==> src/hdl/bcd_clock_field_editor_core_macros.svh <==
// Assertion macros for the BCD clock field editor.
// Used by the top level; expects clk_i and rst_ni in the including scope.
`ifndef BCD_CLOCK_FIELD_EDITOR_CORE_MACROS_SVH
`define BCD_CLOCK_FIELD_EDITOR_CORE_MACROS_SVH

// Condition implies consequence in the same cycle
`define BCFE_ASSERT_SAME(label, ante, cons, msg) \
  label: assert property (@(posedge clk_i) disable iff (!rst_ni) (ante) |-> (cons)) \
    else $error(msg);

// Condition implies consequence in the following cycle
`define BCFE_ASSERT_NEXT(label, ante, cons, msg) \
  label: assert property (@(posedge clk_i) disable iff (!rst_ni) (ante) |=> (cons)) \
    else $error(msg);

`endif

==> src/hdl/bcfe_pkg.sv <==
// Shared types, constants and field tables for the BCD clock field editor.
// No dependencies; imported by bcfe_step and the top level.
package bcfe_pkg;

  localparam int unsigned ValW      = 8;
  localparam int unsigned NumFields = 6;
  localparam int unsigned IdxW      = 3;

  typedef logic [ValW-1:0] val_t;
  typedef logic [IdxW-1:0] field_idx_t;

  // Field positions
  localparam field_idx_t FieldHour  = 3'd0;
  localparam field_idx_t FieldMin   = 3'd1;
  localparam field_idx_t FieldSec   = 3'd2;
  localparam field_idx_t FieldDay   = 3'd3;
  localparam field_idx_t FieldMonth = 3'd4;
  localparam field_idx_t FieldYear  = 3'd5;

  // Button event codes; the remaining code is ignored
  typedef enum logic [1:0] {
    BtnMenu = 2'd0,
    BtnInc  = 2'd1,
    BtnDec  = 2'd2
  } button_e;

  // Control handed to the step unit
  typedef struct packed {
    logic       up;
    field_idx_t field;
  } step_ctl_t;

  // Lowest legal value of a field
  function automatic val_t field_min(field_idx_t idx);
    val_t r;
    unique case (idx) inside
      FieldDay, FieldMonth, FieldYear: r = 8'd1;
      default:                         r = 8'd0;
    endcase
    return r;
  endfunction

  // One past the highest legal value of a field
  function automatic val_t field_lim(field_idx_t idx);
    val_t r;
    unique case (idx)
      FieldHour:  r = 8'd24;
      FieldMin:   r = 8'd60;
      FieldSec:   r = 8'd60;
      FieldDay:   r = 8'd32;
      FieldMonth: r = 8'd13;
      FieldYear:  r = 8'd100;
      default:    r = 8'd24;
    endcase
    return r;
  endfunction

  // Display cursor address of a field
  function automatic val_t field_addr(field_idx_t idx);
    val_t r;
    unique case (idx)
      FieldHour:  r = 8'h80;
      FieldMin:   r = 8'h83;
      FieldSec:   r = 8'h86;
      FieldDay:   r = 8'hC0;
      FieldMonth: r = 8'hC3;
      FieldYear:  r = 8'hC6;
      default:    r = 8'h00;
    endcase
    return r;
  endfunction

endpackage

==> src/hdl/bcfe_step.sv <==
// Step unit: BCD to binary, increment or decrement with wrap, back to BCD.
// Depends on bcfe_pkg for field limits and the control struct.
module bcfe_step (
  input  bcfe_pkg::val_t      bcd_i,
  input  bcfe_pkg::step_ctl_t ctl_i,
  output bcfe_pkg::val_t      bcd_o
);
  import bcfe_pkg::*;

  val_t        bin;
  val_t        lo;
  val_t        lim;
  val_t        stepped;
  logic [6:0]  wrapped;
  logic [14:0] prod;
  logic [3:0]  tens;
  logic [3:0]  ones;

  // Nibbles taken at their weight, so invalid digits give up to 165
  assign bin = ValW'({4'd0, bcd_i[7:4]} * 8'd10) + {4'd0, bcd_i[3:0]};
  assign lo  = field_min(ctl_i.field);
  assign lim = field_lim(ctl_i.field);

  // Step; decrement at or below the minimum wraps to the maximum
  always_comb begin
    if (ctl_i.up) begin
      stepped = bin + 8'd1;
    end else if (bin <= lo) begin
      stepped = lim - 8'd1;
    end else begin
      stepped = bin - 8'd1;
    end
  end

  // Anything at or past the limit goes to the minimum; result stays below 100
  assign wrapped = (stepped >= lim) ? lo[6:0] : stepped[6:0];

  // Divide by ten through a reciprocal, exact for every 7-bit value (below 128)
  assign prod  = {8'd0, wrapped} * 15'd205;
  assign tens  = prod[14:11];
  assign ones  = 4'(wrapped - 7'({3'd0, tens} * 7'd10));
  assign bcd_o = {tens, ones};

endmodule

==> src/hdl/bcd_clock_field_editor_core.sv <==
// Top level of the BCD clock field editor: input register, edit state and
// result register. Depends on bcfe_pkg, bcfe_step and the assertion macros.
//
// Usage:
//   Slave channel: one item per button event. s_axis_tuser carries the button
//   code, s_axis_tdata the current BCD time, read only when a menu press
//   starts an edit. Master channel: one result item per input item with the
//   edit status, the selected field, its BCD value, the cursor address, the
//   commit flag and the six held fields.
//   Path: an accepted item passes through the input register and then the
//   result register before it appears on the master channel.
//   Throughput: one item per cycle while m_axis_tready is high; the edit
//   state is updated by a single pass of the step unit, so consecutive items
//   chain with no gap. Stall: while m_axis_tready is low a valid result is
//   held; an empty input register still takes one more item, after which
//   s_axis_tready drops. Reset: both registers empty, editing off, field
//   index at hours and all six held fields zero.
`include "bcd_clock_field_editor_core_macros.svh"

module bcd_clock_field_editor_core (
  input  logic        clk_i,
  input  logic        rst_ni,
  input  logic        s_axis_tvalid,
  output logic        s_axis_tready,
  // now_hour, now_minute, now_second, now_day, now_month, now_year
  input  logic [47:0] s_axis_tdata,
  // button
  input  logic [1:0]  s_axis_tuser,
  output logic        m_axis_tvalid,
  input  logic        m_axis_tready,
  // editing, field_selected, shown_value, cursor_address, commit,
  // set_hour, set_minute, set_second, set_day, set_month, set_year, zero pad
  output logic [71:0] m_axis_tdata
);
  import bcfe_pkg::*;

  // Input register
  logic        in_valid_q;
  logic [47:0] in_data_q;
  logic [1:0]  in_user_q;

  // Edit state
  logic       edit_q, edit_d;
  field_idx_t idx_q, idx_d;
  val_t       fields_q [NumFields];
  val_t       fields_d [NumFields];

  // Result register
  logic       out_valid_q;
  logic       out_edit_q;
  field_idx_t out_field_q;
  val_t       out_shown_q;
  val_t       out_cursor_q;
  logic       out_commit_q;
  val_t       out_set_q [NumFields];

  logic       advance;
  logic       commit;
  step_ctl_t  step_ctl;
  val_t       step_bcd;

  // Handshake
  assign advance       = !out_valid_q || m_axis_tready;
  assign s_axis_tready = !in_valid_q || advance;

  always_ff @(posedge clk_i or negedge rst_ni) begin
    if (!rst_ni) begin
      in_valid_q <= 1'b0;
    end else if (s_axis_tready) begin
      in_valid_q <= s_axis_tvalid;
    end
  end

  always_ff @(posedge clk_i) begin
    if (s_axis_tvalid && s_axis_tready) begin
      in_data_q <= s_axis_tdata;
      in_user_q <= s_axis_tuser;
    end
  end

  // Step the selected field
  assign step_ctl.up    = (button_e'(in_user_q) == BtnInc);
  assign step_ctl.field = idx_q;

  bcfe_step u_step (
    .bcd_i (fields_q[idx_q]),
    .ctl_i (step_ctl),
    .bcd_o (step_bcd)
  );

  // Next edit state for the item in the input register
  always_comb begin
    edit_d = edit_q;
    idx_d  = idx_q;
    commit = 1'b0;
    for (int i = 0; i < NumFields; i++) begin
      fields_d[i] = fields_q[i];
    end
    if (!edit_q) begin
      if (button_e'(in_user_q) == BtnMenu) begin
        for (int i = 0; i < NumFields; i++) begin
          fields_d[i] = in_data_q[i*ValW +: ValW];
        end
        edit_d = 1'b1;
        idx_d  = FieldHour;
      end
    end else begin
      unique case (button_e'(in_user_q)) inside
        BtnInc, BtnDec: begin
          fields_d[idx_q] = step_bcd;
        end
        BtnMenu: begin
          if (idx_q == FieldYear) begin
            idx_d  = FieldHour;
            edit_d = 1'b0;
            commit = 1'b1;
          end else begin
            idx_d = idx_q + 3'd1;
          end
        end
        default: begin
        end
      endcase
    end
  end

  // State update when the item moves into the result register
  always_ff @(posedge clk_i or negedge rst_ni) begin
    if (!rst_ni) begin
      edit_q <= 1'b0;
      idx_q  <= FieldHour;
      for (int i = 0; i < NumFields; i++) begin
        fields_q[i] <= '0;
      end
    end else if (in_valid_q && advance) begin
      edit_q <= edit_d;
      idx_q  <= idx_d;
      for (int i = 0; i < NumFields; i++) begin
        fields_q[i] <= fields_d[i];
      end
    end
  end

  // Result register
  always_ff @(posedge clk_i or negedge rst_ni) begin
    if (!rst_ni) begin
      out_valid_q <= 1'b0;
    end else if (advance) begin
      out_valid_q <= in_valid_q;
    end
  end

  always_ff @(posedge clk_i) begin
    if (in_valid_q && advance) begin
      out_edit_q   <= edit_d;
      out_field_q  <= edit_d ? idx_d : FieldHour;
      out_shown_q  <= edit_d ? fields_d[idx_d] : '0;
      out_cursor_q <= edit_d ? field_addr(idx_d) : '0;
      out_commit_q <= commit;
      for (int i = 0; i < NumFields; i++) begin
        out_set_q[i] <= fields_d[i];
      end
    end
  end

  assign m_axis_tvalid = out_valid_q;
  assign m_axis_tdata  = {3'd0,
                          out_set_q[5], out_set_q[4], out_set_q[3],
                          out_set_q[2], out_set_q[1], out_set_q[0],
                          out_commit_q, out_cursor_q, out_shown_q,
                          out_field_q, out_edit_q};

  // Checks
  `BCFE_ASSERT_SAME(a_idx_range, 1'b1, idx_q <= FieldYear, "field index out of range")
  `BCFE_ASSERT_SAME(a_commit_idle, out_valid_q && out_commit_q,
                    !out_edit_q && out_field_q == FieldHour, "commit while editing")
  `BCFE_ASSERT_NEXT(a_year_menu_commits,
                    in_valid_q && advance && edit_q && idx_q == FieldYear &&
                    in_user_q == BtnMenu,
                    !edit_q && out_commit_q && out_valid_q, "menu on year did not commit")
  `BCFE_ASSERT_SAME(a_idle_blank, out_valid_q && !out_edit_q,
                    out_cursor_q == 8'h00 && out_shown_q == 8'h00, "idle result not blank")

endmodule
==> config.mk <==
export PLATFORM = sky130hd
export DESIGN_NAME = bcd_clock_field_editor_core
export DESIGN_NICKNAME = d
export VERILOG_FILES = /design/src/hdl/bcfe_pkg.sv /design/src/hdl/bcfe_step.sv /design/src/hdl/bcd_clock_field_editor_core.sv
export VERILOG_INCLUDE_DIRS = /design/src /design/src/hdl
export SDC_FILE = /design/constraint.sdc
export NUM_CORES = 1
export LEC_CHECK = 0
export BUFFER_PORTS_ARGS = -buffer_cell sky130_fd_sc_hd__buf_2
export CAP_MARGIN = 20
export CORE_MARGIN = 4
export CORE_UTILIZATION = 61
export CTS_BUF_LIST = sky130_fd_sc_hd__clkbuf_2 sky130_fd_sc_hd__clkbuf_4 sky130_fd_sc_hd__clkbuf_8
export DETAILED_ROUTE_END_ITERATION = 10
export PLACE_DENSITY_LB_ADDON = 0.1
export SYNTH_ARGS = -nofsm -noshare
export SYNTH_HDL_FRONTEND = slang
export SYNTH_SLANG_ARGS = --single-unit
==> constraint.sdc <==
create_clock -name clk_i -period 16.2 [get_ports clk_i]
set_clock_uncertainty 0.2 [all_clocks]
set_input_delay 3.24 -clock clk_i [delete_from_list [all_inputs] [get_ports clk_i]]
set_output_delay 3.24 -clock clk_i [all_outputs]
set_load 0.01 [all_outputs]
**After elaboration in Yosys (flattened, before gate mapping)**

Memories as Yosys holds them, arrays and structs flattened.
Index checks and enable logic that the tools add are counted.

- Flip-flop bits (word level): 125
- Bits in writable memories: 48
- Bits of input ports: 54
- Output and inout port bits: 74
- Logic and storage cells: 88
- Memories kept: 1

Memories:

| memory | depth | bits a word | rd ports | clocked after Yosys merged registers in | write ports | RTL line | RTL |
|---|---|---|---|---|---|---|---|
| out_set_q | 6 | 8 | 6 | 0 | 6 | bcd_clock_field_editor_core.sv:55 | `val_t out_set_q [NumFields];` |

- $add $sub $neg: 6
- Multiply operators: 3
- $lt $le $gt $ge: 5
- Equality and inequality tests: 12
- Muxes and demuxes: 29
- Bitwise logic cells: 2
- Reductions and logical operators: 13

Operators by type and width:

| operator | number |
|---|---|
| $mux 48 | 3 |
| $mux 8 | 7 |
| $bmux 8 s3 | 2 |
| $bwmux 48 | 1 |
| $pmux 8 s6 | 1 |
| $pmux 7 s4 | 1 |
| $demux 8 s3 | 1 |
| $mul 7x8->15 const B | 1 |
| $eq 3x2->1 const B | 4 |
| $eq 3x3->1 const B | 4 |
| $mux 3 | 4 |
| $add 8x1->8 const B | 1 |
| $add 8x4->8 | 1 |
| $ge 4x4->1 const B | 2 |
| $ge 8x7->1 | 1 |
| $le 8x1->1 | 1 |
| $mux 1 | 8 |
| $not 3->4 | 2 |
| $sub 7x1->8 const B | 1 |
| $sub 8x1->8 const B | 1 |
| $mul 4x3->7 const B | 1 |
| $mux 7 | 1 |
| $eq 3x1->1 const B | 2 |
| $lt 4x1->1 const B | 1 |
| 13 further kinds | 18 |

**Longest topological paths before layout**

- Depth in word-level cells: 20
- Mapped depth: 58
- Depth with buffers taken out: 55

**Hierarchy**

A second synthesis with hierarchy kept.

- Cells, all modules: 918
- Area, all modules: 10406.2 µm²

Modules (own cells, without submodules):

| module | times used | cells each | area an instance (µm²) | sequential area each (µm²) |
|---|---|---|---|---|
| bcd_clock_field_editor_core | 1 | 654 | 8279.2 | 4834.6 |
| bcfe_step | 1 | 264 | 2127.0 | 0.0 |

**Worst setup path after synthesis**

Ideal clock, no wire load.

- Kind: reg-to-reg
- From: register idx_q[0]
- To: register out_shown_q[3] (data pin)
- Library setup time: 0.261 ns
- Arrival: 11.087 ns
- Data required time: 15.739 ns
- Slack: 4.652 ns
- Stages on the path, launching flop included: 53
- Path buffers: 3
- Period minus slack after synthesis: 11.548 ns
- Path through: dfrtp_1 buf_2 buf_1 clkbuf_1 mux2i_1 nor2_1 a21oi_1 inv_1 ha_1 ha_1 fa_1 o211ai_1 nor3_1 o211a_1 o211ai_1 nor3_4 nor2_1 a21oi_1 [... 17 more ...] ha_1 inv_1 fa_1 inv_1 ha_1 and4_1 and3_1 a22oi_1 nand2_1 a21o_1 a21oi_1 xor2_1 inv_1 fa_1 xor3_2 nor3_1 nor3_2 a221o_1

RTL lines:

| item | RTL line | RTL |
|---|---|---|
| start, declared | bcd_clock_field_editor_core.sv:44 | `field_idx_t idx_q, idx_d;` |
| start signal, assigned | bcd_clock_field_editor_core.sv:131 | `idx_q <= FieldHour;` |
| start signal, assigned | bcd_clock_field_editor_core.sv:137 | `idx_q <= idx_d;` |
| end signal, assigned | bcd_clock_field_editor_core.sv:157 | `out_shown_q <= edit_d ? fields_d[idx_d] : '0;` |
| end, declared | bcd_clock_field_editor_core.sv:52 | `val_t out_shown_q;` |

==> reports/summary.txt <==
Status: finished clean
Area share of fa/ha/maj cells after synthesis: 8.528%
RSZ-0062 raised after global routing: false
Sink Count: 170
Asr flop ratio synth: 31.76%
Clock Latency Late Sink: 490 ps
EDFF count, synth: 116
Final Util: 69.53%
First-pass GRT wire length: 46.60 mm
Top cell type's share of synthesized area: 33.63%
Most frequent cells in the layout: nand2_1, buf_2, edfxtp_1, nor2_1, dfrtp_1
Critical Path Fanout Max: 27
Synth Area in XOR/XNOR: 1.836%
Antenna Nets Post-Route: 0
Via Count: 8718
Simple-Gate Fraction of Synth Area: 16.11%
First drt pass iteration count: 6
Chip Width: 138.3 microns
CP top delay family: adder cells
Fin crit share: 79.33%
Most area-hungry cell type in the Yosys netlist: edfxtp_1
# IOs: 128
CP peak stage delay: 810 ps
Synth Flop Type: edfxtp_1
CTS buffer count: 17
Largest net degree at the start of global routing: 69
Ant diodes: 0
Die height: 138.3 microns
Final cell count without fillers: 1366
CP bufs+invs: 5
Hold-fix buffers at CTS: 0
Core area: 16580 sq um
H-tree Lvls: 4
Tightest Pin Transition: 1093 ps
Critical Path Start Type: flip-flop
WL final: 29.64 mm
Commonest non-fill, non-tap cell in the layout: nand2_1
Avg Inst Size Synth: 9.979 sq um
Max Slew Vio Count: 0
CP required: 16220 ps
Synth warn: 0
Clock slew seen by the registers of the worst setup and hold paths: 90 ps
PortBufs: 121
Seq/Total Area, Yosys: 46.67%
Gpl congestion: 0.9611
Clock Path Buffers: 2
Worst path arrival time: 12870 ps
CTS root buf: clkbuf_8
PostCTS Resize Cnt: 0
GRT Residual Overflow: 0
Max cap viols: 0
Vias in the first global route: 8167
Syn Inst Count: 1038
# rows: 47
Layout Nets: 1251
Smallest hold slack: 321.8 ps
FMAX: 0.07782 GHz
Wire per inst: 21.70 microns
Total global-route track usage: 30.85%
Routed vias/inst: 6.382
# setup viols final: 0
HP Class: flip-flop to flip-flop
DIE AREA: 19130 sq um
Compound-cell area share of the yosys netlist: 16.86%
Slowest-stage cell, CP: fa_1
Starting density of the core: 62.46%
Largest family of logic cells by synthesized area: compound AO/OA/AOI/OAI gates
Rel. slew slack: 26.52%
Proportion of layout cells with a drive suffix above 1: 18.67%
# Post-CTS Setup Buffers: 0
Seq cells post-synth: 170
Setup TNS: 0 ps
Initial antenna violation count: 0
Crit end category: flip-flop
CTS tree: done
Kind of critical path: flip-flop to flip-flop
Post-synthesis mux area share: 5.460%
Fillers: 1304
Synth area leaders: edfxtp_1, dfrtp_1, nand2_1
Post-synth cell types: 79
DRC viols: 0
Area grow syn2layout: 11.32%
DP HPWL: 21.20 mm
Crit path time final: 12850 ps
Final hold viol count: 0
Mapped cell area: 10360 sq um
Dpl cells: 1334
Initial drt markers: 1129
per-stage QoR:
stage / setup WS, ps / area, sq um
global route: 2447 / 11530
detailed placement: 3593 / 11100
global placement: 3891 / 11100
CTS: 3535 / 11530
floorplan: 4652 / 10380
finish: 3349 / 11530
registers in the layout, summed over array words and instances, names as in the netlist:
| name | cells |
|---|---|
| out_commit_q | 1 |
| out_field_q | 3 |
| out_shown_q | 8 |
| edit_q | 1 |
| fields_q | 48 |
| in_valid_q | 1 |
| idx_q | 3 |
| out_edit_q | 1 |
| in_data_q | 48 |
| out_cursor_q | 5 |
| out_set_q | 48 |
| m_axis_tvalid | 1 |
| in_user_q | 2 |
cell usage after synthesis, types with 14 or more instances:
cell type  count
mux2i_1       25
nor3_1        15
nand3_1       15
mux2_2        14
a31oi_1       24
dfrtp_1       54
nor2b_1       28
inv_1         51
nor2_1        55
a211oi_1      22
edfxtp_1     116
o21ai_0       47
ha_1          53
clkbuf_1      45
a21oi_1       51
nand2_1      197
layout make-up:
type | instances | area, sq um | area share, %
clock inverter | 13 | 182.7 | 1.584
timing repair buffer | 135 | 710.7 | 6.163
multi-input combinational | 758 | 5084 | 44.09
tap | 220 | 275.3 | 2.387
inverter | 51 | 193.9 | 1.682
clock buffer | 19 | 249.0 | 2.159
sequential | 170 | 4836 | 41.94
logic make-up after synthesis:
| group | count (synthesis) |
|---|---|
| flops | 170 |
| simple gates | 367 |
| other cells | 1 |
| compound gates | 256 |
| fa+ha+maj | 64 |
| xor+xnor | 19 |
| buf+inv | 115 |
| mux | 46 |
metal layers:
layer  track usage, %  vias to the layer above  share of wire, %
li1                 -                     3955                 -
met1            43.92                     4142                41
met2            47.10                      536                45
met3            6.250                       85                10
met4            11.86                        0               3.5
met5                0                        -                 0
path summary, 6_finish.rpt:
| check | slack [ps] | cells after the start | endpoint | startpoint |
|---|---|---|---|---|
| max in group asynchronous | 12550 | 2 | edit_q | rst_ni |
| worst max-delay path | 3350 | 49 | out_shown_q[2] | idx_q[0] |
| worst min-delay path | 320 | 1 | m_axis_tvalid | in_valid_q |
| worst max register to register | 3350 | 49 | out_shown_q[2] | idx_q[0] |
| min in group asynchronous | 2670 | 2 | fields_q[20] | rst_ni |
| worst min register to register | 320 | 1 | m_axis_tvalid | in_valid_q |
Power is left out: the tool's default activity adds up to more than one toggle a clock period on the data nets, which glitch-free logic cannot reach.
